--- src/rtl/ts_pkg.sv ---
`timescale 1ns / 1ps
// ----------------------------------------------------------------------------
// ts_pkg
// Shared types and constants for the Taylor-series sine pipeline.
// ----------------------------------------------------------------------------
package ts_pkg;

    localparam logic signed [33:0] PI_Q24     = 34'sd52707179;
    localparam logic signed [33:0] TWO_PI_Q24 = 34'sd105414357;
    localparam int                 FRAC_SHIFT = 30;
    localparam int                 RECIP_SHIFT = 37;   // p < 2^37, so q0 is q or q-1
    localparam int                 RED_STEPS  = 5;     // up to 31 multiples of 2*pi
    localparam logic [30:0]        THRESH_RESET = 31'd1074;

    // item state carried between term stages
    typedef struct packed {
        logic               valid;
        logic               neg;     // sign of reduced angle
        logic [33:0]        x2;      // x^2, Q.30
        logic [32:0]        term;    // last term magnitude, Q.30
        logic signed [35:0] sum;     // running sum, Q.30
        logic [4:0]         count;   // terms summed
        logic               done;    // threshold reached
        logic               limit;   // term limit reached first
    } t_item;

endpackage

--- src/rtl/ts_term.sv ---
`timescale 1ns / 1ps
// ----------------------------------------------------------------------------
// ts_term
// One series term: multiply by x^2, divide by (2n)(2n+1), accumulate.
// ----------------------------------------------------------------------------
module ts_term #(
    parameter int N         = 1,
    parameter int MAX_TERMS = 12
) (
    input  logic          i_clk,
    input  logic          i_rst_n,
    input  logic          i_en,
    input  logic [30:0]   i_thresh,
    input  ts_pkg::t_item i_item,
    output ts_pkg::t_item o_item
);

    localparam longint unsigned D = longint'(2 * N * (2 * N + 1));
    localparam logic [34:0] R = 35'((64'd1 << ts_pkg::RECIP_SHIFT) / D);

    ts_pkg::t_item r_a;
    ts_pkg::t_item r_b;
    ts_pkg::t_item r_c;
    logic [36:0]   r_p_a;
    logic [36:0]   r_p_b;
    logic [34:0]   r_q0_b;
    logic [66:0]   prod_a;
    logic [71:0]   prod_b;
    logic [43:0]   rem;
    logic [34:0]   quo;
    logic [32:0]   new_term;
    logic signed [35:0] term_s;
    logic          hit;
    ts_pkg::t_item n_c;

    // stage A: term * x^2
    assign prod_a = 67'(i_item.term) * 67'(i_item.x2);

    always_ff @(posedge i_clk) begin
        if (!i_rst_n) begin
            r_a.valid <= 1'b0;
        end else if (i_en) begin
            r_a.valid <= i_item.valid;
        end
        if (i_en) begin
            r_a.neg   <= i_item.neg;
            r_a.x2    <= i_item.x2;
            r_a.term  <= i_item.term;
            r_a.sum   <= i_item.sum;
            r_a.count <= i_item.count;
            r_a.done  <= i_item.done;
            r_a.limit <= i_item.limit;
            r_p_a     <= 37'(prod_a >> ts_pkg::FRAC_SHIFT);
        end
    end

    // stage B: reciprocal estimate, low by at most one
    assign prod_b = 72'(r_p_a) * 72'(R);

    always_ff @(posedge i_clk) begin
        if (!i_rst_n) begin
            r_b.valid <= 1'b0;
        end else if (i_en) begin
            r_b.valid <= r_a.valid;
        end
        if (i_en) begin
            r_b.neg   <= r_a.neg;
            r_b.x2    <= r_a.x2;
            r_b.term  <= r_a.term;
            r_b.sum   <= r_a.sum;
            r_b.count <= r_a.count;
            r_b.done  <= r_a.done;
            r_b.limit <= r_a.limit;
            r_p_b     <= r_p_a;
            r_q0_b    <= 35'(prod_b >> ts_pkg::RECIP_SHIFT);
        end
    end

    // stage C: correct quotient, accumulate, test threshold
    always_comb begin
        rem      = 44'(r_p_b) - 44'(r_q0_b) * 44'(D);
        quo      = (rem >= 44'(D)) ? r_q0_b + 35'd1 : r_q0_b;
        new_term = quo[32:0];
        term_s   = $signed(36'(new_term));
        hit      = new_term <= 33'(i_thresh);
        n_c      = r_b;
        if (!r_b.done) begin
            n_c.term  = new_term;
            n_c.sum   = (r_b.neg ^ N[0]) ? r_b.sum - term_s : r_b.sum + term_s;
            n_c.count = 5'(N + 1);
            n_c.done  = hit;
            n_c.limit = (N + 1 == MAX_TERMS) && !hit;
        end
    end

    always_ff @(posedge i_clk) begin
        if (!i_rst_n) begin
            r_c.valid <= 1'b0;
        end else if (i_en) begin
            r_c.valid <= n_c.valid;
        end
        if (i_en) begin
            r_c.neg   <= n_c.neg;
            r_c.x2    <= n_c.x2;
            r_c.term  <= n_c.term;
            r_c.sum   <= n_c.sum;
            r_c.count <= n_c.count;
            r_c.done  <= n_c.done;
            r_c.limit <= n_c.limit;
        end
    end

    assign o_item = r_c;

endmodule

--- config.mk ---
export PLATFORM = sky130hd
export DESIGN_NAME = ts_term
export DESIGN_NICKNAME = d
export VERILOG_FILES = /design/src/rtl/ts_pkg.sv /design/src/rtl/ts_term.sv
export SDC_FILE = /design/constraint.sdc
export NUM_CORES = 2
export LEC_CHECK = 0
export BUFFER_PORTS_ARGS = -buffer_cell sky130_fd_sc_hd__buf_4
export CAP_MARGIN = 20
export CORE_MARGIN = 2
export CORE_UTILIZATION = 58
export DETAILED_ROUTE_END_ITERATION = 10
export GPL_ROUTABILITY_DRIVEN = 0
export PLACE_DENSITY_LB_ADDON = 0.05
export RECOVER_POWER = 100
export SLEW_MARGIN = 20
export SYNTH_ARGS = -nofsm -noshare
export SYNTH_HDL_FRONTEND = slang
export SYNTH_SLANG_ARGS = --single-unit
export TNS_END_PERCENT = 50
--- constraint.sdc ---
create_clock -name i_clk -period 20.7 [get_ports i_clk]
set_clock_uncertainty 0.2 [all_clocks]
set_input_delay 4.14 -clock i_clk [delete_from_list [all_inputs] [get_ports i_clk]]
set_output_delay 4.14 -clock i_clk [all_outputs]
set_load 0.05 [all_outputs]
# Word level (Yosys, flattened, before mapping)
# Index checks and enable logic that the tools add are counted.
totals:
  reg_bits: 445
  inputBits: 146
  out_inout_bits: 112
  elab_cells: 39
op_classes:
  addsub: 4
  n_mul: 3
  order_cmp: 2
  mux: 3
ops:
  columns: ["op", "n"]
  rows:
  - ["two-way mux 76 bit", 1]
  - ["multiplier 37 x 35 -> 72 bit (second input constant)", 1]
  - ["multiplier 33 x 34 -> 67 bit", 1]
  - [">= comparator 44 x 3 -> 1 bit (second input constant)", 1]
  - ["subtractor 37 x 38 -> 39 bit", 1]
  - ["multiplier 35 x 2 -> 37 bit (second input constant)", 1]
  - ["adder 36 x 34 -> 36 bit", 1]
  - ["two-way mux 36 bit", 1]
  - ["subtractor 36 x 34 -> 36 bit", 1]
  - ["adder 33 x 1 -> 33 bit (second input constant)", 1]
  - ["<= comparator 33 x 31 -> 1 bit", 1]
  - ["two-way mux 33 bit", 1]

# Longest topological paths before layout
depth:
  depth_word: 7
  mapped_depth: 57
  mapped_depth_nobuf: 51

# Least setup slack after synthesis
# OpenSTA, ideal clock, no wires.
synth_timing:
  kind: "input -> register"
  start: "input port i_item[49] (netlist bit)"
  end: "register r_p_a[35] (data pin)"
  setup_ns: 0.262
  arrival_ns: 12.093
  required_ns: 20.238
  setup_slack_ns: 8.145
  cell_stages: 30
  path_buffers: 2
  path_cell_list: "clkbuf_1 clkbuf_1 nand2_1 fa_1 inv_1 fa_1 fa_1 fa_1 fa_1 inv_1 fa_1 fa_1 inv_1 fa_1 ha_1 a21o_1 a21o_1 a211oi_1 o221ai_1 o21ai_0 a31oi_1 o211ai_1 a2111o_1 a31oi_1 o21a_1 a2111oi_0 nor2_1 o41ai_1 o21bai_1 xor2_1"
synth_between:
  elab_chain_len: 1
synth_rtl:
  columns: ["item", "line", "text"]
  rows:
  - ["start, declared", "ts_term.sv:14", "input ts_pkg::t_item i_item,"]
  - ["multiplier 33 x 34 -> 67 bit", "ts_term.sv:37", "assign prod_a = 67'(i_item.term) * 67'(i_item.x2);"]
  - ["named net prod_a[65]", "ts_term.sv:27", "logic [66:0] prod_a;"]
  - ["end signal, assigned", "ts_term.sv:53", "r_p_a <= 37'(prod_a >> ts_pkg::FRAC_SHIFT);"]
  - ["end, declared", "ts_term.sv:24", "logic [36:0] r_p_a;"]
# The timed path passes the listed nets, and every way through them passes these cells.
# A chain may end at the register's enable or synchronous reset.

# Worst setup path after layout
layout_timing:
  start: "input port i_en"
  end: "register r_b[0] (netlist bit) (enable)"
layout_rtl:
  columns: ["item", "line", "text"]
  rows:
  - ["start, declared", "ts_term.sv:12", "input logic i_en,"]
  - ["end, declared", "ts_term.sv:22", "ts_pkg::t_item r_b;"]
# No word-level cell between the ends.

==> impl_metrics.json <==
{
  "status": "finished with violations",
  "violations": "max-capacitance violations, max-slew violations",
  "ff2ff_path_depth": 48,
  "clockBufferDepth": 3,
  "cp_slowest_cell": "clkbuf_1",
  "ctsRootBufferMaster": "clkbuf_16",
  "ys_seq_area_share_pct": 17.8,
  "layout_commonest_cell": "inv_1",
  "synth_cell_types": 88,
  "maxSlewViolCount": 2823,
  "antenna_found_initial": 13,
  "path_buf_inv": 3,
  "dp.final_hpwl_um": 167000,
  "ys.flop_type": "edfxtp_1",
  "ys_ff_latch": 444,
  "crit_path_max_fanout": 176,
  "finalWirelength_um": 215000,
  "die_h_um": 363,
  "antenna_left": 0,
  "min_path_type": "flip-flop to flip-flop",
  "dieArea_um2": 132000,
  "clkTransAtPathRegs_ps": 60,
  "drive_above_1_share_pct": 3.03,
  "synth_nets": 9761,
  "start_kind": "input pin",
  "worstMarginPinSlew_ps": 9100,
  "post-cts-setup-buffers": 0,
  "grt_overflow_total": 0,
  "grt_setup_unrepaired": "no",
  "core-area_um2": 128000,
  "max_stage_delay_ps": 6520,
  "numCtsBuffers": 50,
  "grt_max_degree": 177,
  "setup_viol": 0,
  "cts.sinks": 444,
  "hold_buffers": 0,
  "crit_path_end_kind": "flip-flop",
  "cts_tree": "yes",
  "synth_edf_count": 441,
  "drtPass1Iterations": 5,
  "io_buffers": 257,
  "synthArstFlopShare_pct": 0,
  "hold_viol": 0,
  "cp.required_ps": 20660,
  "row_count": 131,
  "cpMostUsedCell": "clkbuf_1",
  "n_fill_cell": 10903,
  "die_x_um": 363,
  "htreeDepth": 2,
  "via_per_inst": 5.68,
  "syn_area_um2": 74700,
  "arrival_ps": 16180,
  "drc": 0,
  "layout.nets": 9826,
  "num_vias": 51794,
  "tns_ps": 0,
  "io_pins": 258,
  "crit_type": "input pin to flip-flop",
  "clk_latency_ps": 630,
  "syn_to_final_growth_pct": 5.53,
  "grt_pass1_vias": 55514,
  "slew_headroom_pct": -507,
  "regArea_um2": 13300,
  "hold_path_depth": 0,
  "max_freq_mhz": 61.6,
  "synth_cells": 7355,
  "final_cell_mix": "1828 x inv_1, 1485 x fa_1, 940 x nand2_1, 775 x ha_1, 441 x edfxtp_1",
  "grt_pass1_wl_um": 331000,
  "avgSynthCellArea_um2": 10.2,
  "maxCapViolations": 72,
  "finalCritPeriodShare_pct": 78.4,
  "final.min_clock_period_ps": 16220,
  "crit_chain": "clkbuf_1 > clkbuf_1 > clkbuf_1",
  "multiInputGateArea_um2": 53500,
  "cts.repair.resized": 0,
  "grt.total_usage_pct": 33.7,
  "routedWlPerCell_um": 23.6,
  "worst-path-stages": 3,
  "ys_warn_count": 0,
  "initial_core_util_pct": 58.5,
  "cp_top_family": "buffers and inverters",
  "drt-initial-drc-count": 4482
}
## flip-flops by register name, indices dropped and copies added, names as in the netlist
name and cells:
n_c 36, r_a 112, r_b 76, o_item 112, r_p_a 37, r_p_b 36, r_q0_b 35
## final timing paths
kind / from / endpoint / slack (ps)
max: i_en / r_b[0] / 4480
min: n_c[92] / o_item[92] / 190
max reg2reg: r_q0_b[0] / o_item[42] / 5300
min reg2reg: n_c[92] / o_item[92] / 190
## metrics by stage
stage,utilization (%),cells,setup slack (ps),cell area (um2),hold WS [ps]
floorplan,-,7355,8140,74700,200
global route,61.7,9124,3140,78800,196
global placement,61.0,9030,6590,77800,201
CTS,62.3,9123,6970,79600,189
finish,61.7,9126,4480,78800,189
detailed placement,61.0,9030,6410,77800,205
## layout make-up
class | instances | share of cell area (%)
timing repair buffer | 277 | 1.69
tap | 1662 | 2.64
clock buffer | 62 | 1.71
inverter | 1828 | 8.71
clock inverter | 31 | 0.495
multi-input combinational | 4819 | 67.9
antenna | 3 | 0.00953
sequential | 444 | 16.9
## cells by family after synthesis
kind of cell | after synthesis | synth area share, %
xor gates and xnor gates | 200 | 2.35
DFF | 444 | 17.8
AOI/OAI and AO/OA | 589 | 5.07
muxes | 47 | 0.692
buffers and inverters | 2092 | 10.6
and+or+nand+nor | 1723 | 10.7
adders and majority gates | 2260 | 52.8
## Yosys cell counts, types with 34 or more instances
cell type	number	share of area [%]
ha_1	775	13
a21o_1	74	0.74
nand2b_1	34	0.28
nand3_1	44	0.29
nand2_1	940	4.7
edfxtp_1	441	18
xnor2_1	100	1.2
clkbuf_1	253	1.3
nor3_1	47	0.32
inv_1	1828	9.2
xor2_1	100	1.2
mux2_2	37	0.56
fa_1	1485	40
and2_1	336	2.8
a21oi_1	165	1.1
o21ai_0	134	0.90
nor2_1	172	0.86
## metal layers
layer | vias to the layer above | wire (um) | track usage [%]
met2 | 2343 | 100000 | 54.3
met4 | 6 | 8740 | 11.8
li1 | 22572 | - | -
met1 | 26436 | 86900 | 46.6
met5 | - | 46 | 0
met3 | 437 | 19200 | 5.60
Power is not shown: default switching activity piles up to over one toggle a cycle in this logic, so the estimate is an artifact.
