`src/rtl/ts_pkg.sv`:
```
`timescale 1ns / 1ps
// ----------------------------------------------------------------------------
// ts_pkg
// Shared types and constants for the Taylor-series sine pipeline.
// ----------------------------------------------------------------------------
package ts_pkg;

    localparam logic signed [33:0] PI_Q24     = 34'sd52707179;
    localparam logic signed [33:0] TWO_PI_Q24 = 34'sd105414357;
    localparam int                 FRAC_SHIFT = 30;
    localparam int                 RECIP_SHIFT = 37;   // p < 2^37, so q0 is q or q-1
    localparam int                 RED_STEPS  = 5;     // up to 31 multiples of 2*pi
    localparam logic [30:0]        THRESH_RESET = 31'd1074;

    // item state carried between term stages
    typedef struct packed {
        logic               valid;
        logic               neg;     // sign of reduced angle
        logic [33:0]        x2;      // x^2, Q.30
        logic [32:0]        term;    // last term magnitude, Q.30
        logic signed [35:0] sum;     // running sum, Q.30
        logic [4:0]         count;   // terms summed
        logic               done;    // threshold reached
        logic               limit;   // term limit reached first
    } t_item;

endpackage

```
`src/rtl/ts_prep.sv`:
```
`timescale 1ns / 1ps
// ----------------------------------------------------------------------------
// ts_prep
// Magnitude to Q.30, x^2, and the first series term.
// ----------------------------------------------------------------------------
module ts_prep (
    input  logic                i_clk,
    input  logic                i_rst_n,
    input  logic                i_en,
    input  logic                i_valid,
    input  logic signed [33:0]  i_x,
    input  logic [30:0]         i_thresh,
    output ts_pkg::t_item       o_item
);

    logic        r_valid1;
    logic        r_neg1;
    logic [31:0] r_mag1;
    logic [33:0] abs_x;
    logic [63:0] sq;
    ts_pkg::t_item r_item;
    ts_pkg::t_item n_item;

    assign abs_x = i_x[33] ? -i_x : i_x;

    always_ff @(posedge i_clk) begin
        if (!i_rst_n) begin
            r_valid1 <= 1'b0;
        end else if (i_en) begin
            r_valid1 <= i_valid;
        end
        if (i_en) begin
            r_neg1 <= i_x[33];
            r_mag1 <= {abs_x[25:0], 6'b0};
        end
    end

    always_comb begin
        sq             = 64'(r_mag1) * 64'(r_mag1);
        n_item.valid   = r_valid1;
        n_item.neg     = r_neg1;
        n_item.x2      = 34'(sq >> ts_pkg::FRAC_SHIFT);
        n_item.term    = 33'(r_mag1);
        n_item.sum     = r_neg1 ? -36'sd0 - $signed(36'(r_mag1)) : $signed(36'(r_mag1));
        n_item.count   = 5'd1;
        n_item.done    = 33'(r_mag1) <= 33'(i_thresh);
        n_item.limit   = 1'b0;
    end

    always_ff @(posedge i_clk) begin
        if (!i_rst_n) begin
            r_item.valid <= 1'b0;
        end else if (i_en) begin
            r_item.valid <= n_item.valid;
        end
        if (i_en) begin
            r_item.neg   <= n_item.neg;
            r_item.x2    <= n_item.x2;
            r_item.term  <= n_item.term;
            r_item.sum   <= n_item.sum;
            r_item.count <= n_item.count;
            r_item.done  <= n_item.done;
            r_item.limit <= n_item.limit;
        end
    end

    assign o_item = r_item;

endmodule

```
`config.mk`:
```
export PLATFORM = sky130hd
export DESIGN_NAME = ts_prep
export DESIGN_NICKNAME = d
export VERILOG_FILES = /design/src/rtl/ts_pkg.sv /design/src/rtl/ts_prep.sv
export SDC_FILE = /design/constraint.sdc
export NUM_CORES = 1
export LEC_CHECK = 0
export ABC_AREA = 1
export BUFFER_PORTS_ARGS = -buffer_cell sky130_fd_sc_hd__buf_4
export CORE_UTILIZATION = 65
export CTS_BUF_LIST = sky130_fd_sc_hd__clkbuf_4 sky130_fd_sc_hd__clkbuf_8
export DETAILED_ROUTE_END_ITERATION = 8
export GPL_TIMING_DRIVEN = 0
export HOLD_SLACK_MARGIN = 0.06
export PLACE_DENSITY_LB_ADDON = 0.12
export SLEW_MARGIN = 25
export SYNTH_ARGS = -nofsm -noshare
export SYNTH_HDL_FRONTEND = slang
export SYNTH_SLANG_ARGS = --single-unit
```
`constraint.sdc`:
```
create_clock -name i_clk -period 7.46 [get_ports i_clk]
set_clock_uncertainty 0.2 [all_clocks]
set_input_delay 0.373 -clock i_clk [delete_from_list [all_inputs] [get_ports i_clk]]
set_output_delay 0.373 -clock i_clk [all_outputs]
set_load 0.01 [all_outputs]
```
# Word-level counts from Yosys, hierarchy flattened
# Cells that the tools add are included.
word_totals:
  input_bits: 69
  output_inout_bits: 112
  register_bits: 124
  elab_cells: 17
op_classes:
  n_mul: 1
  add_sub_neg: 2
  magnitude_cmp: 1
  mux: 2
op_table:
  columns: ["operator", "count"]
  rows:
  - ["multiplier 26 x 26 -> 52 bit", 1]
  - ["subtractor 1 x 32 -> 33 bit (first input constant)", 1]
  - ["less-or-equal comparator 32 x 31 -> 1 bit", 1]
  - ["2-to-1 mux 32 bit", 1]
  - ["2-to-1 mux 26 bit", 1]
  - ["negator 26 bit", 1]

# Depth between registers and ports, before layout
# Gate-level depths: netlist of the first run.
logic_depth:
  ltp_word: 2
  ltp_mapped: 30
  ltp_nobuf: 28

# Least setup slack after synthesis of the first run
# OpenSTA, ideal clock, no wires.
synth_timing:
  path_type: "reg-to-reg"
  startpoint: "register r_mag1[19]"
  endpoint: "register r_item (netlist bit o_item[102]) (data pin)"
  synth_period_minus_slack_ns: 6.447
  required_ns: 7.008
  arrival_ns: 5.994
  n_path_buf: 2
  setup_time_ns: 0.252
  slack_ns: 1.013
  stages_incl_launch_ff: 25
  cell_sequence: "edfxtp_1 clkbuf_1 buf_1 nand2_1 fa_1 inv_1 fa_1 inv_1 fa_1 inv_1 fa_1 fa_1 fa_1 inv_1 fa_1 inv_1 ha_1 a21oi_1 o21ai_0 a21oi_1 o21ai_0 nor2_1 nand2_1 nand2_1 nand2_1"
synth_lines:
  columns: ["item", "line_no", "rtl"]
  rows:
  - ["start, declared", "ts_prep.sv:18", "logic [31:0] r_mag1;"]
  - ["start signal, assigned", "ts_prep.sv:34", "r_mag1 <= {abs_x[25:0], 6'b0};"]
  - ["end, declared", "ts_prep.sv:21", "ts_pkg::t_item r_item;"]

==> metrics, run 1 <==
final wirelength=82700 um; ANT cells=0; setup_tns=0 ns; Worst Setup Path Type=flop to flop; post-place setup slack=-0.868 ns; # DRC=0; first-pass GRT wire length=129000 um; vias post-DR=21300; worst-margin pin slew=1.02 ns; area of the mapped netlist=26100 sq um; crit-path max cell delay=0.61 ns; # IOs=181; Die X=202 um; Hold Vio Cnt, Final=0; port bufs=154; Crit path max-delay family=adder cells; Setup violations, final=0; vias in the first global route=23100; Worst Path Arrival=7.36 ns; Tot GR Track Use=0.430; Post-synth ARST share=0; CP Max Fanout=10; Final WS setup=0.131 ns; clk slew on worst S/H paths=0.08 ns; Max Freq=0.136 GHz; Die Area=40900 sq um; Chip Height=202 um; GPL Wtd Cong=1.04; Required @ worst endpoint=7.49 ns; clock latency on the worst-skew pair=0.53 ns; largest net degree at the start of global routing=119; Synth area leaders=fa_1 39%, inv_1 14%, edfxtp_1 13%; FF/Latch Area=3490 sq um; outcome=completed; Via density=5.56; Initial DRC Count=2194; footprint of the multi-input gates=18500 sq um; CTS root buf=clkbuf_8; share of the synthesized area in the top cell type=0.393; crit path buf inv count=8; Final Max Tran Viols=0; Finished Layout Cells=3830; Tmin final=7.33 ns; CTS tree=done; Synth area leader=fa_1; Layout fillers=2866; DRT Pass-1 Iters=7; HPWL Detailed=68300 um; Synthesis Warnings=0; register area share after synthesis=0.134; syn avg cell area=8.49 sq um; Num CTS Buffers=17; area grow syn2layout=11.3%; # rows=72; Synth top cells by count=943 x inv_1, 610 x nand2_1, 512 x fa_1; Final #Nets=4103; Worst setup EP type=flop; Post-synth EDFFs=115; global route total overflow=0; count leader, synth=inv_1; post-route ant nets=0; Cell variety after synth=51; crit-path most repeated cell=fa_1; leading register cell type out of synthesis=edfxtp_1; Max-cap violations=0; Slowest cell on crit path=fa_1; initial antenna violation count=1; clk sinks=117; CTS H-Tree Depth=4; Clock Tree Buf Depth=2; HP Class=input port to flop; FF-to-FF setup slack=0.13 ns; CP Launch Type=flop; fraction of layout cells with a size suffix above 1=0.114; Initial Utilization=0.666; core box area=39100 sq um; relative slew slack=0.322; dpl cells=3758; FF+latch count, synth=117; Period Utilization, post-route=0.982; Post-Syn Instances=3069; wire per inst=21.6 um
## worst paths after layout
kind	from	to	cells after the start
worst max-delay path	r_mag1[14]	o_item[103]	25
worst min-delay path	i_x[19]	r_mag1[25]	3
worst max register to register	r_mag1[14]	o_item[103]	25
worst min register to register	r_neg1	o_item[110]	0
## layout by cell type, fill, tap and decap left out, types with 13 or more instances in the layout
cell type	Yosys	routed
o21ai_1	29	29
fa_1	512	512
xor2_1	47	47
nand4_1	24	24
clkbuf_8	0	18
a21oi_1	86	78
edfxtp_1	115	115
inv_1	943	943
nand3_1	47	47
nor2_2	6	13
conb_1	2	19
nand2_1	610	609
inv_2	15	15
xnor2_1	29	29
ha_1	223	220
clkbuf_4	0	35
buf_4	23	211
o21ai_0	36	35
nor2_1	143	134
dlygate4sd3_1	0	25
## worst min-delay path, delay by kind of cell
family,cells,cell delay [ns]
XOR/XNOR,1,0.16
buffers and inverters,2,0.15
## kinds of logic after synthesis
| family | synth area share |
|---|---|
| xor gates and xnor gates | 0.0255 |
| adders and majority gates | 0.500 |
| buffers and inverters | 0.160 |
| and+or+nand+nor | 0.141 |
| DFF | 0.134 |
| other | 0.000288 |
| AOI/OAI and AO/OA | 0.0392 |
## registers in the layout (all words and copies together) (netlist names)
signal / count
r_mag1: 26
o_item: 89
r_neg1: 1
r_valid1: 1
## what timing repair did
| action | 4_1_cts | 5_1_grt |
|---|---|---|
| hold buffers | 25 | 0 |
| setup buffers | 4 | 14 |
| pin swaps | 0 | 1 |
| endpoints found under the setup margin | 34 | 34 |
| hold endpoints to repair | 24 | 0 |
| resized for setup | 79 | 122 |
## per-layer routing
layer / vias up / GRT usage / wire, um / share of wire
met3: 339 / 0.139 / 9840 / 0.12
met5: - / 0 / 57 / 0.00069
met2: 1302 / 0.667 / 37600 / 0.45
met4: 4 / 0.256 / 5620 / 0.068
met1: 10300 / 0.527 / 29600 / 0.36
li1: 9313 / - / - / -
## layout make-up
class | count | area share
clock inverters | 15 | 0.00457
inverters | 964 | 0.125
clock buffers | 17 | 0.00807
plain buffers | 103 | 0.0266
flip-flops and latches | 117 | 0.120
multi-input cells | 1899 | 0.639
repair buffers | 197 | 0.0534
well taps | 518 | 0.0224
## metrics by stage
step | area (sq um) | utilization | hold slack (ns)
finish | 29000 | 0.742 | 0.101
global route | 29000 | 0.742 | 0.102
CTS | 28700 | 0.733 | 0.0711
detailed placement | 27900 | 0.714 | 0.251
global placement | 27900 | 0.714 | 0.247
floorplan | 26100 | - | 0.224
Power of run 1 is left out: the tool's default activity adds up to more than one toggle a clock period on the data nets, which glitch-free logic cannot reach.
==> run 2, diff against run 1 <==
CORE_ASPECT_RATIO = 1.75   (was default)
PLACE_DENSITY = 0.83   (was default)
PLACE_DENSITY_LB_ADDON = default   (was 0.12)
==> run 2 against run 1 <==
Critical path depth increased by 1. Routed wire length increased by 2.7%. Core utilization decreased by 0.91 points. Final cell count decreased by 0.70%. Count of clock-buffer cells in the layout increased by 1. Global-route usage increased by 0.94 points. Via count increased by 0.58%.
==> metrics, run 2 (same netlist as run 1, synthesis figures left out) <==
Setup violations, final=0 (unchanged); Chip Height=267 um (+32%); Max-cap violations=0 (unchanged); largest net degree at the start of global routing=119 (unchanged); hold path start=i_x[15]; HP Class=input port to flop; final instance area=28900 sq um (-0.46%); CP startpoint=r_mag1[22]; outcome=completed; core box area=39400 sq um (+0.77%); Num CTS Buffers=17 (unchanged); Layout fillers=3047 (+6.3%); Worst setup EP type=flop; area grow syn2layout=10.8%; FF/Latch Area=3490 sq um (unchanged); # IOs=181 (unchanged); worst-margin pin slew=0.992 ns (-0.0253 ns); post-route ant nets=0 (unchanged); # rows=96 (+33%); CTS root buf=clkbuf_8; number of cells on the critical path=26 (+4.0%); placed cell areas=27900 sq um (-0.11%); Slowest cell on crit path=fa_1; reg2reg path depth=26 (+4.0%); highest-count cells in the layout ignoring fill and taps=943 x inv_1, 610 x nand2_1, 512 x fa_1, 221 x ha_1, 209 x buf_4; crit path buf inv count=9 (+1); Final Max Tran Viols=0 (unchanged); Initial DRC Count=1523 (-31%); # DRC=0 (unchanged); crit-path max cell delay=0.59 ns (-0.02 ns); clk sinks=117 (unchanged); first-pass GRT wire length=129000 um (about the same); CTS H-Tree Depth=4 (unchanged); Via density=5.63 (+1.3%); unrepaired setup endpoints after global routing=true; Worst Setup Path Type=flop to flop; vias post-DR=21400 (+0.58%); Worst Path Arrival=7.35 ns (about the same); clk slew on worst S/H paths=0.09 ns (about the same); Hold Vio Cnt, Final=0 (unchanged); Clock Tree Buf Depth=2 (unchanged); Die X=153 um (-24%); global route total overflow=0 (unchanged); relative slew slack=0.339 (+0.0168); Crit path max-delay family=adder cells; GPL Wtd Cong=1.06 (+1.9%); Hold Slack=0.0834 ns (-0.0175 ns); CP Max Fanout=10 (unchanged); Initial Utilization=0.661 (-0.00508); CP Launch Type=flop; Die Area=40900 sq um (about the same); footprint of the multi-input gates=18500 sq um (-0.24%); fraction of layout cells with a size suffix above 1=0.109 (-0.00503); vias in the first global route=23200 (+0.42%); clock latency on the worst-skew pair=0.50 ns (-0.03 ns); initial antenna violation count=4 (+3); CTS tree=done; final wirelength=84900 um (+2.7%); DRT Pass-1 Iters=6 (-1); Tot GR Track Use=0.439 (+0.00944); Required @ worst endpoint=7.51 ns (+0.02 ns); HPWL Detailed=69000 um (+1.0%); number of flip-flops in the largest register=89 (unchanged); Max Freq=0.137 GHz (+0.38%); Tmin final=7.30 ns (-0.0275 ns); most common cell after layout, fill and taps aside=inv_1; Final #Nets=4100 (-0.073%); wire per inst=22.3 um (+3.4%); setup_tns=0 ns (unchanged); Period Utilization, post-route=0.979 (-0.00368); Final Core Density=0.733 (-0.00905); port bufs=154 (unchanged); Hold Path Depth=3 (unchanged); reg-to-reg startpoint=r_mag1[22]
run 2: changes by cell type in the layout (fill, tap and decap cells not counted), moves of 3 or more:
| cell | delta |
|---|---|
| clkbuf_4 | -13 |
| buf_2 | +9 |
| a21oi_1 | +4 |
| a21oi_2 | -5 |
| nor2_1 | +5 |
| nor2_2 | -3 |
| clkinv_4 | -3 |
| diode_2 | +4 |
run 2: what timing repair did:
action	in CTS	in global routing
pin swaps	0	1
endpoints found under the hold margin	25	0
hold buffers	26	0
buffers inserted	7	6
setup endpoints to repair	34	32
gates resized for setup	99	103
run 2: layer usage:
metal | track usage | part of all wire | routed length [um] | vias up
met3 | 0.0986 | 0.088 | 7480 | 484
li1 | - | - | - | 9314
met4 | 0.414 | 0.12 | 9820 | 2
met1 | 0.443 | 0.31 | 26100 | 10400
met5 | 0 | 0.00015 | 13 | -
met2 | 0.749 | 0.49 | 41500 | 1222
run 2: final timing paths:
check / to / slack [ns]
setup / recovery: o_item[95] / 0.16
hold reg to reg: o_item[59] / 0.31
hold / removal: r_mag1[21] / 0.08
setup reg to reg: o_item[95] / 0.16
run 2: final cells by class:
| class | count | share of cell area |
|---|---|---|
| multi-input combinational | 1899 | 0.641 |
| inverter | 964 | 0.126 |
| sequential | 117 | 0.121 |
| timing repair buffer | 193 | 0.0531 |
| buffer | 104 | 0.0258 |
| tap | 490 | 0.0212 |
| clock buffer | 18 | 0.00837 |
| clock inverter | 14 | 0.00351 |
| antenna | 4 | 0.000347 |
run 2: per-stage QoR:
step           cells  setup slack (ns)
5_1_grt         3801           -0.0128
3_3_place_gp    3730             -1.45
6_report        3803             0.158
4_1_cts         3795           0.00389
2_1_floorplan   3086              1.01
3_5_place_dp    3730             -1.11
run 2: worst register-to-register path: cells and delay by family (launching register included):
| family | cells | cell delay [ns] |
|---|---|---|
| flops | 1 | 0.51 |
| fa+ha+maj | 8 | 4.01 |
| simple gates | 5 | 0.38 |
| compound gates | 4 | 0.90 |
| buf+inv | 9 | 1.07 |
Power of run 2 is left out for the same reason.
