[config.mk]
export PLATFORM = sky130hd
export DESIGN_NAME = ts_reduce
export DESIGN_NICKNAME = d
export VERILOG_FILES = /design/src/rtl/ts_pkg.sv /design/src/rtl/ts_reduce.sv
export SDC_FILE = /design/constraint.sdc
export NUM_CORES = 1
export LEC_CHECK = 0
export BUFFER_PORTS_ARGS = -buffer_cell sky130_fd_sc_hd__buf_2
export CAP_MARGIN = 40
export CORE_ASPECT_RATIO = 0.9
export CORE_MARGIN = 3
export CORE_UTILIZATION = 35
export DETAILED_ROUTE_END_ITERATION = 7
export PLACE_DENSITY = 0.51
export SLEW_MARGIN = 20
export SYNTH_ARGS = -nofsm -noshare
export SYNTH_HDL_FRONTEND = slang
export SYNTH_SLANG_ARGS = --single-unit
[constraint.sdc]
create_clock -name i_clk -period 7.65 [get_ports i_clk]
set_input_delay 1.53 -clock i_clk [delete_from_list [all_inputs] [get_ports i_clk]]
set_output_delay 1.53 -clock i_clk [all_outputs]
set_load 0.03 [all_outputs]
[src/rtl/ts_pkg.sv]
`timescale 1ns / 1ps
// ----------------------------------------------------------------------------
// ts_pkg
// Shared types and constants for the Taylor-series sine pipeline.
// ----------------------------------------------------------------------------
package ts_pkg;

    localparam logic signed [33:0] PI_Q24     = 34'sd52707179;
    localparam logic signed [33:0] TWO_PI_Q24 = 34'sd105414357;
    localparam int                 FRAC_SHIFT = 30;
    localparam int                 RECIP_SHIFT = 37;   // p < 2^37, so q0 is q or q-1
    localparam int                 RED_STEPS  = 5;     // up to 31 multiples of 2*pi
    localparam logic [30:0]        THRESH_RESET = 31'd1074;

    // item state carried between term stages
    typedef struct packed {
        logic               valid;
        logic               neg;     // sign of reduced angle
        logic [33:0]        x2;      // x^2, Q.30
        logic [32:0]        term;    // last term magnitude, Q.30
        logic signed [35:0] sum;     // running sum, Q.30
        logic [4:0]         count;   // terms summed
        logic               done;    // threshold reached
        logic               limit;   // term limit reached first
    } t_item;

endpackage

[src/rtl/ts_reduce.sv]
`timescale 1ns / 1ps
// ----------------------------------------------------------------------------
// ts_reduce
// Range reduction into [-pi, pi], one binary multiple of 2*pi per stage.
// ----------------------------------------------------------------------------
module ts_reduce (
    input  logic                i_clk,
    input  logic                i_rst_n,
    input  logic                i_en,
    input  logic                i_valid,
    input  logic signed [31:0]  i_angle,
    output logic                o_valid,
    output logic signed [33:0]  o_x
);

    logic               r_valid [ts_pkg::RED_STEPS+1];
    logic signed [33:0] r_x     [ts_pkg::RED_STEPS+1];

    always_ff @(posedge i_clk) begin
        if (!i_rst_n) begin
            r_valid[0] <= 1'b0;
        end else if (i_en) begin
            r_valid[0] <= i_valid;
        end
        if (i_en) begin
            r_x[0] <= 34'(i_angle);
        end
    end

    // greedy: take 2^b steps when at least 2^b are still needed
    for (genvar j = 0; j < ts_pkg::RED_STEPS; j++) begin : g_step
        localparam int B = ts_pkg::RED_STEPS - 1 - j;
        localparam logic signed [33:0] STEP = 34'(ts_pkg::TWO_PI_Q24 <<< B);
        logic signed [33:0] sub_x;
        logic signed [33:0] add_x;
        logic signed [33:0] n_x;

        always_comb begin
            sub_x = r_x[j] - STEP;
            add_x = r_x[j] + STEP;
            if (sub_x > ts_pkg::PI_Q24 - ts_pkg::TWO_PI_Q24) begin
                n_x = sub_x;
            end else if (add_x < ts_pkg::TWO_PI_Q24 - ts_pkg::PI_Q24) begin
                n_x = add_x;
            end else begin
                n_x = r_x[j];
            end
        end

        always_ff @(posedge i_clk) begin
            if (!i_rst_n) begin
                r_valid[j+1] <= 1'b0;
            end else if (i_en) begin
                r_valid[j+1] <= r_valid[j];
            end
            if (i_en) begin
                r_x[j+1] <= n_x;
            end
        end
    end

    assign o_valid = r_valid[ts_pkg::RED_STEPS];
    assign o_x     = r_x[ts_pkg::RED_STEPS];

endmodule

======== After elaboration in Yosys (flattened, before gate mapping) ========
Memories as Yosys holds them, arrays and structs flattened.
Index checks and enable logic that the tools add are counted.
word-level totals
  bits of input ports ..................... 36
  memories ................................ 2
  output and inout port bits .............. 35
  bits in registers ....................... 0
  logic and storage cells ................. 49
  RAM bits ................................ 210
operators by class
  add/subtract/negate cells ............... 10
  multiplexer cells ....................... 21
  bitwise operators ....................... 6
  magnitude comparators ................... 10
memories
  memory   words  bits a word  read ports  clocked after memory_dff  write ports  line             RTL
  r_x      6      34           6           0                         6            ts_reduce.sv:17  logic signed [33:0] r_x [ts_pkg::RED_STEPS+1];
  r_valid  6      1            6           0                         6            ts_reduce.sv:16  logic r_valid [ts_pkg::RED_STEPS+1];
operators by type and width
  kind                                                  count
  2-to-1 mux 34 bit                                     10
  > comparator 34 x 27 -> 1 bit, second input constant  5
  < comparator 34 x 27 -> 1 bit, second input constant  5
  adder 34 x 28 -> 34 bit, second input constant        1
  adder 34 x 29 -> 34 bit, second input constant        1
  adder 34 x 30 -> 34 bit, second input constant        1
  adder 34 x 31 -> 34 bit, second input constant        1
  adder 34 x 32 -> 34 bit, second input constant        1
  subtractor 34 x 28 -> 34 bit, second input constant   1
  subtractor 34 x 29 -> 34 bit, second input constant   1
  subtractor 34 x 30 -> 34 bit, second input constant   1
  subtractor 34 x 31 -> 34 bit, second input constant   1
  subtractor 34 x 32 -> 34 bit, second input constant   1
  2-to-1 mux 1 bit                                      11
  OR 1 bit                                              6

======== Longest topological paths before layout ========
Gate-level depths: netlist (run 1).
  depth in word-level cells ............... 4
  depth in mapped cells ................... 17
  mapped depth without buffers ............ 13

======== Least setup slack after synthesis (run 1) ========
OpenSTA, ideal clock, no wires.
  path kind ............................... register to register
  start point ............................. memory r_x[4][0]
  end point ............................... memory r_x[5][9] (data pin)
  data required time ...................... 7379 ps
  path buffers ............................ 4
  stages on the path, launching flop included .. 18
  path slack .............................. 3854 ps
  setup time .............................. 271 ps
  data arrival time ....................... 3525 ps
  period minus slack after synthesis ...... 3796 ps
  cells stage by stage .................... edfxtp_1 -> clkbuf_1 -> inv_1 -> ha_1 -> nand2b_1 -> a21oi_1 -> o21a_1 -> buf_2 -> o31a_1 -> or3_1 -> a21oi_1 -> a41oi_1 -> nor3_2 -> nand2b_1 -> buf_6 -> buf_6 -> o21ai_2 -> xor2_1
RTL lines
  element             line
  start: declaration  ts_reduce.sv:17

==> results.sh, run 1 <==
export IMPL_status="finished clean"
export IMPL_syn2layout_area_growth_pct=8.39
export IMPL_numPortBuffers=70
export IMPL_path_max_fanout=20
export IMPL_cts_hold_buf=0
export IMPL_finalWorstSetupSlack_ns=2.31
export IMPL_rsz0062_at_grt="false"
export IMPL_p_leak_nw=6.79
export IMPL_wl_um=55600
export IMPL_setup_tns_ns=0
export IMPL_die_x_um=248
export IMPL_critical_path_class="reg -> reg"
export IMPL_yosys_most_used_dff="edfxtp_1"
export IMPL_hold_ws_ns=0.462
export IMPL_final_cell_mix="207 x edfxtp_1, 178 x nand2_1, 163 x nor2_1, 145 x a21oi_1, 140 x o21ai_0"
export IMPL_cts_buffer_depth=3
export IMPL_antenna_found_initial=0
export IMPL_r2r_start="r_x[3][9]$_DFFE_PP_"
export IMPL_firstDrtPassIters=5
export IMPL_finalCritPeriodShare_pct=69.9
export IMPL_yosysUniqueCellTypes=110
export IMPL_antenna_cells=0
export IMPL_startpoint_type="register"
export IMPL_synth_compound_area_share_pct=27.4
export IMPL_gp_congestion=0.895
export IMPL_io_pins=71
export IMPL_avgSynthCellArea_um2=8.46
export IMPL_hp_class="reg -> reg"
export IMPL_drc=0
export IMPL_skew_ns=0.0290
export IMPL_cp_required_ns=7.99
export IMPL_dpl_hpwl_um=40800
export IMPL_layout_commonest_cell="edfxtp_1"
export IMPL_dr_total_vias=17059
export IMPL_clk_latency_ns=0.58
export IMPL_ctsResizeCount=0
export IMPL_drive_above_1_share_pct=10.2
export IMPL_crit_arrival_ns=5.68
export IMPL_synthMuxAreaShare_pct=1.50
export IMPL_grt_pass1_vias=15681
export IMPL_syn_num_nets=2228
export IMPL_grt_use_total_pct=19.7
export IMPL_max_cap_violations=0
export IMPL_synth_seq_cells=208
export IMPL_syn_area_mm2=0.0184
export IMPL_fin_crit_ns=5.34
export IMPL_synth_xor_area_share_pct=9.51
export IMPL_die_height_um=224
export IMPL_num_rows=79
export IMPL_grt_pass1_wl_um=89700
export IMPL_synth_edf_count=207
export IMPL_path_clk_slew_ns=0.06
export IMPL_grt_overflow_total=0
export IMPL_peakVddDrop_mv=0.185
export IMPL_routedWlPerCell_um=19.8
export IMPL_synthArstFlopShare_pct=0
export IMPL_synth_top_family_by_area="compound AO/OA/AOI/OAI gates"
export IMPL_pre_cts_ws_ns=2.13
export IMPL_cts_root_buffer="clkbuf_16"
export IMPL_ant_nets=0
export IMPL_core_area_mm2=0.0519
export IMPL_hold_viol_final=0
export IMPL_power_density_mw_per_mm2=278
export IMPL_nFillCells=5273
export IMPL_cts_setup_buffers=0
export IMPL_timing_reg2reg_setup_slack_ns=2.31
export IMPL_grt_start_max_net_pins=136
export IMPL_yosys_area_top_type_share_pct=33.8
export IMPL_maxSlewViolCount=0
export IMPL_cts_tree="done"
export IMPL_dieArea_mm2=0.0554
export IMPL_fin_nets=2158
export IMPL_viasPerCell=6.06
export IMPL_cts_buffers=28
export IMPL_maxSlewHeadroom_pct=38.5
export IMPL_setup_viol=0
export IMPL_htreeDepth=1
export IMPL_end_kind="register"
export IMPL_fmax_mhz=187
export IMPL_synth_simple_area_share_pct=21.0
export IMPL_worst_slew_pin_slew_ns=0.923
export IMPL_drt_iter0_drc=1546
export IMPL_start_util_pct=35.5
export IMPL_yosys_area_top_type="edfxtp_1"
export IMPL_netlist_instances=2177
export IMPL_cts_sinks=208
export IMPL_ys_seq_area_share_pct=33.9
export IMPL_netlist_top_cells_area="edfxtp_1 34%, xnor2_1 5.2%, xor2_1 4.2%"
export IMPL_synth_warnings=0
export IMPL_synthAdderAreaFrac_pct=1.02
export IMPL_hp_start="r_x[0][0]$_DFFE_PP_"
export IMPL_cp_startpoint="r_x[3][9]$_DFFE_PP_"
-- kinds of logic after synthesis --
| kind of cell | Yosys count |
|---|---|
| AND/OR/NAND/NOR | 748 |
| AO/OA/AOI/OAI | 728 |
| buffers and inverters | 252 |
| flip-flops | 208 |
| XOR/XNOR | 199 |
| multiplexers | 27 |
| adder cells (fa/ha/maj) | 15 |
-- layout make-up --
class | count | area [um^2] | share of cell area [%]
Multi-Input combinational cell | 1717 | 11100 | 55.9
Sequential cell | 208 | 6240 | 31.2
Tap cell | 688 | 861 | 4.31
Clock buffer | 30 | 708 | 3.55
Timing Repair Buffer | 91 | 548 | 2.75
Inverter | 61 | 229 | 1.15
Clock inverter | 19 | 225 | 1.13
-- cell usage after synthesis, types with 17 or more instances --
cell / count
o211ai_1: 31
o22ai_1: 47
nor4_1: 32
nand2b_1: 29
a211oi_1: 20
a31oi_1: 31
nand4_1: 32
a21oi_1: 145
o21ai_0: 140
mux2i_1: 23
buf_2: 42
nor2b_1: 20
nor2_1: 163
inv_1: 60
a21o_1: 22
or3_1: 23
xnor2_1: 109
edfxtp_1: 207
o21ai_1: 19
and3_1: 23
nor3_1: 68
o32ai_1: 19
o21a_1: 22
xor2_1: 89
and2_1: 17
clkbuf_1: 129
nand2_1: 178
nand3_1: 60
-- flip-flops by register name, summed over array words and instances (netlist names) --
signal,count
r_valid,6
r_x,202
-- worst max-delay path, cell delays in order (launching register included) --
cell and delay, ns:
edfxtp_1 0.77, clkinv_1 0.53, a32o_1 0.45, o21ai_1 0.57
a31oi_1 0.21, xor2_1 0.22, o21ai_0 0.13, nor3_1 0.36
nand4_1 0.48, buf_6 0.31, nand2_1 0.56, nor2_1 0.08
a221oi_1 0.42
-- power breakdown --
group	leakage, nW	total [W]	switching [W]	internal, W
logic	4.29	0.00212	0.00129	0.000832
clock network	0.464	0.00134	0.000508	0.000829
registers	2.04	0.00209	0.000502	0.00159
total	6.79	0.00555	0.00230	0.00325
-- final timing paths --
| check | end | depth (start not counted) |
|---|---|---|
| worst max-delay path | r_x[4][15]$_DFFE_PP_ | 12 |
| worst max register to register | r_x[4][15]$_DFFE_PP_ | 12 |
| worst min register to register | r_x[1][0]$_DFFE_PP_ | 0 |
| worst min-delay path | r_x[1][0]$_DFFE_PP_ | 0 |
-- routing by layer --
metal | global-route usage (%) | vias up | wire (um)
li1 | - | 8114 | -
met1 | 30.5 | 8234 | 27400
met2 | 29.0 | 638 | 23500
met3 | 2.69 | 73 | 3560
met4 | 4.14 | 0 | 1130
met5 | 0 | - | 0
-- stage by stage --
stage	util [%]	cell area, um^2	instances	total power [W]
after detailed placement	36.6	19000	2761	0.00420
after floorplan	-	18400	2177	0.00361
after global placement	36.5	18900	2756	0.00419
after CTS	38.4	19900	2810	0.00557
final	38.5	20000	2814	0.00555
after global routing	38.5	20000	2814	0.00593
No activity file was read; power rests on OpenSTA's default activity.
==> run 2: changes to the inputs <==
==> constraint.sdc (replaced) <==
create_clock -name i_clk -period 5.32 [get_ports i_clk]
set_input_delay 1.064 -clock i_clk [delete_from_list [all_inputs] [get_ports i_clk]]
set_output_delay 1.064 -clock i_clk [all_outputs]
set_load 0.03 [all_outputs]
==> results.sh, run 2 (synthesis results as in run 1) <==
export IMPL_min_path_cells=0
export IMPL_routedWlPerCell_um=19.0
export IMPL_power_density_mw_per_mm2=399
export IMPL_skew_ns=0.0213
export IMPL_setup_viol=0
export IMPL_intPower_w=0.00480
export IMPL_switching_share_pct=40.7
export IMPL_cts_buffers=28
export IMPL_die_height_um=224
export IMPL_antenna_cells=0
export IMPL_max_cap_violations=0
export IMPL_viasPerCell=5.98
export IMPL_numPortBuffers=70
export IMPL_rsz0062_at_grt="false"
export IMPL_max_stage_delay_ns=0.54
export IMPL_p_leak_nw=6.99
export IMPL_largest_reg_flops=202
export IMPL_grt_use_total_pct=19.3
export IMPL_top_register="r_x"
export IMPL_ant_nets=0
export IMPL_dieArea_mm2=0.0554
export IMPL_p_seq_share_pct=36.2
export IMPL_clkPwrFrac_pct=24.7
export IMPL_top_regs="r_x (202), r_valid (6)"
export IMPL_clk_latency_ns=0.58
export IMPL_cts_sinks=208
export IMPL_path_max_fanout=17
export IMPL_dpl_hpwl_um=40200
export IMPL_grt_start_max_net_pins=90
export IMPL_p_sw_w=0.00330
export IMPL_hp_class="reg -> reg"
export IMPL_final_cell_mix="207 x edfxtp_1, 178 x nand2_1, 163 x nor2_1, 145 x a21oi_1, 139 x o21ai_0"
export IMPL_finalWorstSetupSlack_ns=0.763
export IMPL_place_inst=2801
export IMPL_seq_area_mm2=0.00624
export IMPL_startpoint_type="register"
export IMPL_maxSlewViolCount=0
export IMPL_multi_input_area_mm2=0.0111
export IMPL_ctsResizeCount=0
export IMPL_fmax_mhz=219
export IMPL_gp_congestion=0.921
export IMPL_combPwrFrac_pct=39.1
export IMPL_critical_path_depth=15
export IMPL_die_x_um=248
export IMPL_wl_um=54300
export IMPL_hold_viol_final=0
export IMPL_fin_crit_ns=4.56
export IMPL_drc=0
export IMPL_finalNonFillerCells=2855
export IMPL_core_area_mm2=0.0519
export IMPL_dr_total_vias=17068
export IMPL_cts_tree="done"
export IMPL_path_delay_family="compound AO/OA/AOI/OAI gates"
export IMPL_finalCritPeriodShare_pct=85.7
export IMPL_placed_cell_area_mm2=0.0193
export IMPL_grt_pass1_vias=15662
export IMPL_cts_hold_buf=0
export IMPL_io_pins=71
export IMPL_crit_arrival_ns=4.86
export IMPL_pre_cts_ws_ns=0.787
export IMPL_num_rows=79
export IMPL_cts_root_buffer="clkbuf_16"
export IMPL_timing_critical_path_mode_cell="o21ai_0"
export IMPL_reg2reg_depth=15
export IMPL_path_cells="inv_1, ha_1, nand2b_1, a21oi_1, o21ai_0, a21oi_1, o21ai_0, xnor2_1, a41oi_1, nor3_4, buf_4, nand2b_1, buf_4, o21ai_0, xor2_1"
export IMPL_cp_required_ns=5.63
export IMPL_maxSlewHeadroom_pct=48.8
export IMPL_firstDrtPassIters=6
export IMPL_critical_path_class="reg -> reg"
export IMPL_path_clk_slew_ns=0.06
export IMPL_status="finished clean"
export IMPL_cts_buffer_depth=3
export IMPL_worst_path_buf_inv=3
export IMPL_setup_tns_ns=0
export IMPL_peakVddDrop_mv=0.300
export IMPL_htreeDepth=1
export IMPL_fin_nets=2196
export IMPL_worst_slew_pin_slew_ns=0.766
export IMPL_antenna_found_initial=0
export IMPL_cts_setup_buffers=0
export IMPL_layout_commonest_cell="edfxtp_1"
export IMPL_nFillCells=5175
export IMPL_grt_pass1_wl_um=88000
export IMPL_syn2layout_area_growth_pct=10.2
export IMPL_drt_iter0_drc=1859
export IMPL_start_util_pct=35.5
export IMPL_end_kind="register"
export IMPL_grt_overflow_total=0
export IMPL_drive_above_1_share_pct=11.8
export IMPL_finalPower_w=0.00810
export IMPL_cpMaxStageDelayCell="edfxtp_1"
export IMPL_fin_area_mm2=0.0203
[run 2: cell types whose count changed in the layout (fill, tap and decap cells not counted), moves of 2 or more]
cell      previous run  this run
clkinv_1             6         4
clkbuf_1             2         5
buf_4               12        54
buf_6                4         2
[run 2: metrics by stage]
stage	hold WS [ns]	util, %
final	0.455	39.1
after global routing	0.503	39.1
after CTS	0.463	39.1
after detailed placement	0.454	37.2
after global placement	0.454	37.2
after floorplan	0.419	-
[run 2: power by group through the flow]
stage / logic (W) / registers (W) / clock network, W
after CTS: 0.00316 / 0.00292 / 0.00207
final: 0.00317 / 0.00293 / 0.00200
after floorplan: 0.00258 / 0.00261 / 0
after detailed placement: 0.00314 / 0.00295 / 0
after global routing: 0.00351 / 0.00301 / 0.00214
after global placement: 0.00313 / 0.00294 / 0
[run 2: final timing paths]
path | startpoint | to | slack [ns]
min reg2reg | r_x[1][0]$_DFFE_PP_ | r_x[2][0]$_DFFE_PP_ | 0.46
min | r_x[1][0]$_DFFE_PP_ | r_x[2][0]$_DFFE_PP_ | 0.46
max | r_x[4][0]$_DFFE_PP_ | r_x[5][2]$_DFFE_PP_ | 0.76
max reg2reg | r_x[4][0]$_DFFE_PP_ | r_x[5][2]$_DFFE_PP_ | 0.76
[run 2: cell type report]
type | count | share of cell area [%]
well taps | 688 | 4.24
multi-input cells | 1717 | 55.0
inverters | 61 | 1.13
flip-flops and latches | 208 | 30.7
repair buffers | 129 | 4.11
clock inverters | 19 | 1.26
clock buffers | 33 | 3.55
[run 2: metal layers]
metal  track usage (%)  vias up  wire (um)  share of wire [%]
met5                 0        -          0                  0
met4              5.68        0       1580                2.9
met3              2.30       97       3380                6.2
met2              30.0      682      24300                 45
met1              28.1     8088      25000                 46
li1                  -     8201          -                  -
==> run 3: changes to the inputs <==
--- a/config.mk
+++ b/config.mk
@@ -11,7 +11,7 @@
 export CORE_MARGIN = 3
 export CORE_UTILIZATION = 35
 export DETAILED_ROUTE_END_ITERATION = 7
-export PLACE_DENSITY = 0.51
+export PLACE_DENSITY = 0.57
 export SLEW_MARGIN = 20
 export SYNTH_ARGS = -nofsm -noshare
 export SYNTH_HDL_FRONTEND = slang
==> results.sh, run 3 (synthesis results as in run 1) <==
export IMPL_status="finished clean"
export IMPL_timing_rr_end="r_x[2][27]$_DFFE_PP_"
export IMPL_path_max_fanout=10
export IMPL_htreeDepth=1
export IMPL_top_regs="r_x (202), r_valid (6)"
export IMPL_r2r_start="r_x[1][4]$_DFFE_PP_"
export IMPL_critical_path_class="reg -> reg"
export IMPL_die_x_um=248
export IMPL_cts_tree="done"
export IMPL_die_height_um=224
export IMPL_cts_buffer_depth=3
export IMPL_grt_overflow_total=0
export IMPL_rsz0062_at_grt="false"
export IMPL_antenna_found_initial=1
export IMPL_core_area_mm2=0.0519
export IMPL_cts_setup_buffers=0
export IMPL_hold_viol_final=0
export IMPL_dpl_hpwl_um=38500
export IMPL_gp_congestion=0.925
export IMPL_viasPerCell=6.08
export IMPL_cts_sinks=208
export IMPL_syn2layout_area_growth_pct=9.52
export IMPL_p_leak_nw=6.93
export IMPL_grt_pass1_wl_um=85500
export IMPL_min_path_cells=0
export IMPL_dr_total_vias=17323
export IMPL_peakVddDrop_mv=0.275
export IMPL_maxSlewHeadroom_pct=36.1
export IMPL_cts_hold_buf=0
export IMPL_place_inst=2800
export IMPL_setup_viol=0
export IMPL_final_cell_mix="207 x edfxtp_1, 178 x nand2_1, 163 x nor2_1, 145 x a21oi_1, 140 x o21ai_0"
export IMPL_layout_commonest_cell="edfxtp_1"
export IMPL_drive_above_1_share_pct=11.7
export IMPL_skew_ns=0.0167
export IMPL_grt_start_max_net_pins=108
export IMPL_cts_buffers=27
export IMPL_path_clk_slew_ns=0.06
export IMPL_p_sw_w=0.00329
export IMPL_io_pins=71
export IMPL_max_cap_violations=0
export IMPL_power_density_mw_per_mm2=394
export IMPL_path_cells="ha_1, o21a_1, o211ai_1, nand3_1, a32oi_1, a2111oi_0, a2111oi_0, buf_4, o22ai_1, o31ai_4, and2b_1, a32oi_1, xnor2_1"
export IMPL_fin_nets=2192
export IMPL_setup_tns_ns=0
export IMPL_fin_crit_ns=4.74
export IMPL_wl_um=52600
export IMPL_whs_endpoint="r_x[1][0]$_DFFE_PP_"
export IMPL_startpoint_type="register"
export IMPL_crit_arrival_ns=5.03
export IMPL_hp_class="reg -> reg"
export IMPL_top_register="r_x"
export IMPL_clk_latency_ns=0.57
export IMPL_finalNonFillerCells=2849
export IMPL_start_util_pct=35.5
export IMPL_reg2reg_depth=13
export IMPL_ctsResizeCount=0
export IMPL_cp_required_ns=5.61
export IMPL_p_seq_share_pct=36.6
export IMPL_clkPwrFrac_pct=23.3
export IMPL_num_rows=79
export IMPL_routedWlPerCell_um=18.5
export IMPL_hp_start="r_x[0][0]$_DFFE_PP_"
export IMPL_switching_share_pct=41.3
export IMPL_fmax_mhz=211
export IMPL_drc=0
export IMPL_drt_iter0_drc=1745
export IMPL_grt_pass1_vias=16174
export IMPL_worst_slew_pin_slew_ns=0.955
export IMPL_antenna_cells=0
export IMPL_cts_root_buffer="clkbuf_16"
export IMPL_end_kind="register"
export IMPL_finalCritPeriodShare_pct=89.1
export IMPL_grt_use_total_pct=18.5
export IMPL_cpMaxStageDelayCell="a2111oi_0"
export IMPL_max_stage_delay_ns=0.76
export IMPL_intPower_w=0.00467
export IMPL_combPwrFrac_pct=40.1
export IMPL_ant_nets=0
export IMPL_maxSlewViolCount=0
export IMPL_firstDrtPassIters=7
export IMPL_timing_reg2reg_setup_slack_ns=0.58
export IMPL_largest_reg_flops=202
export IMPL_numPortBuffers=70
export IMPL_dieArea_mm2=0.0554
==> run 3: power groups by stage <==
| stage | Sequential, W | Combinational [W] | Clock (W) |
|---|---|---|---|
| after floorplan | 0.00261 | 0.00258 | 0 |
| after global placement | 0.00291 | 0.00312 | 0 |
| after detailed placement | 0.00292 | 0.00314 | 0 |
| after CTS | 0.00289 | 0.00316 | 0.00192 |
| after global routing | 0.00298 | 0.00350 | 0.00199 |
| final | 0.00291 | 0.00319 | 0.00186 |
==> run 3: layout make-up <==
| cell class | count | area, um^2 |
|---|---|---|
| flip-flops and latches | 208 | 6240 |
| multi-input cells | 1717 | 11100 |
| repair buffers | 126 | 793 |
| clock buffers | 32 | 694 |
| fillers | 5231 | 31700 |
| well taps | 688 | 861 |
| clock inverters | 17 | 201 |
| inverters | 61 | 229 |
==> run 3: through the flow <==
step                      instance area (um^2)  setup slack, ns  power, W  util (%)  hold WS (ns)
after detailed placement                 19300            0.712   0.00607      37.1         0.449
after floorplan                          18400             1.52   0.00520         -         0.419
after global routing                     20200            0.330   0.00848      38.9         0.478
after global placement                   19300            0.677   0.00603      37.1         0.445
final                                    20200            0.581   0.00795      38.9         0.456
after CTS                                20200            0.684   0.00797      38.9         0.457
==> run 3: worst max path at each step <==
stage | startpoint | to | slack [ns] | cells past startpoint
finish | r_x[1][4]$_DFFE_PP_ | r_x[2][27]$_DFFE_PP_ | 0.58 | 13
global route | r_x[2][2]$_DFFE_PP_ | r_x[3][28]$_DFFE_PP_ | 0.33 | 14
CTS | r_x[2][2]$_DFFE_PP_ | r_x[3][28]$_DFFE_PP_ | 0.68 | 14
detailed placement | r_x[2][2]$_DFFE_PP_ | r_x[3][28]$_DFFE_PP_ | 0.71 | 14
global placement | r_x[1][4]$_DFFE_PP_ | r_x[2][32]$_DFFE_PP_ | 0.68 | 14
floorplan | r_x[4][0]$_DFFE_PP_ | r_x[5][9]$_DFFE_PP_ | 1.52 | 17
==> run 3: worst max-delay path: cells and delay by family, from the launching register on <==
kind | cells | cell delay, ns
DFF | 1 | 0.52
buffers and inverters | 1 | 0.24
AOI/OAI and AO/OA | 8 | 2.72
adders and majority gates | 1 | 0.29
and+or+nand+nor | 2 | 0.52
xor gates and xnor gates | 1 | 0.18
==> run 3: routing by layer <==
layer / up-vias / GRT usage [%] / part of all wire [%]
li1: 8205 / - / -
met1: 8281 / 25.7 / 44
met2: 711 / 29.9 / 46
met3: 124 / 2.54 / 6.9
met4: 2 / 5.44 / 2.8
met5: - / 0 / 0.025
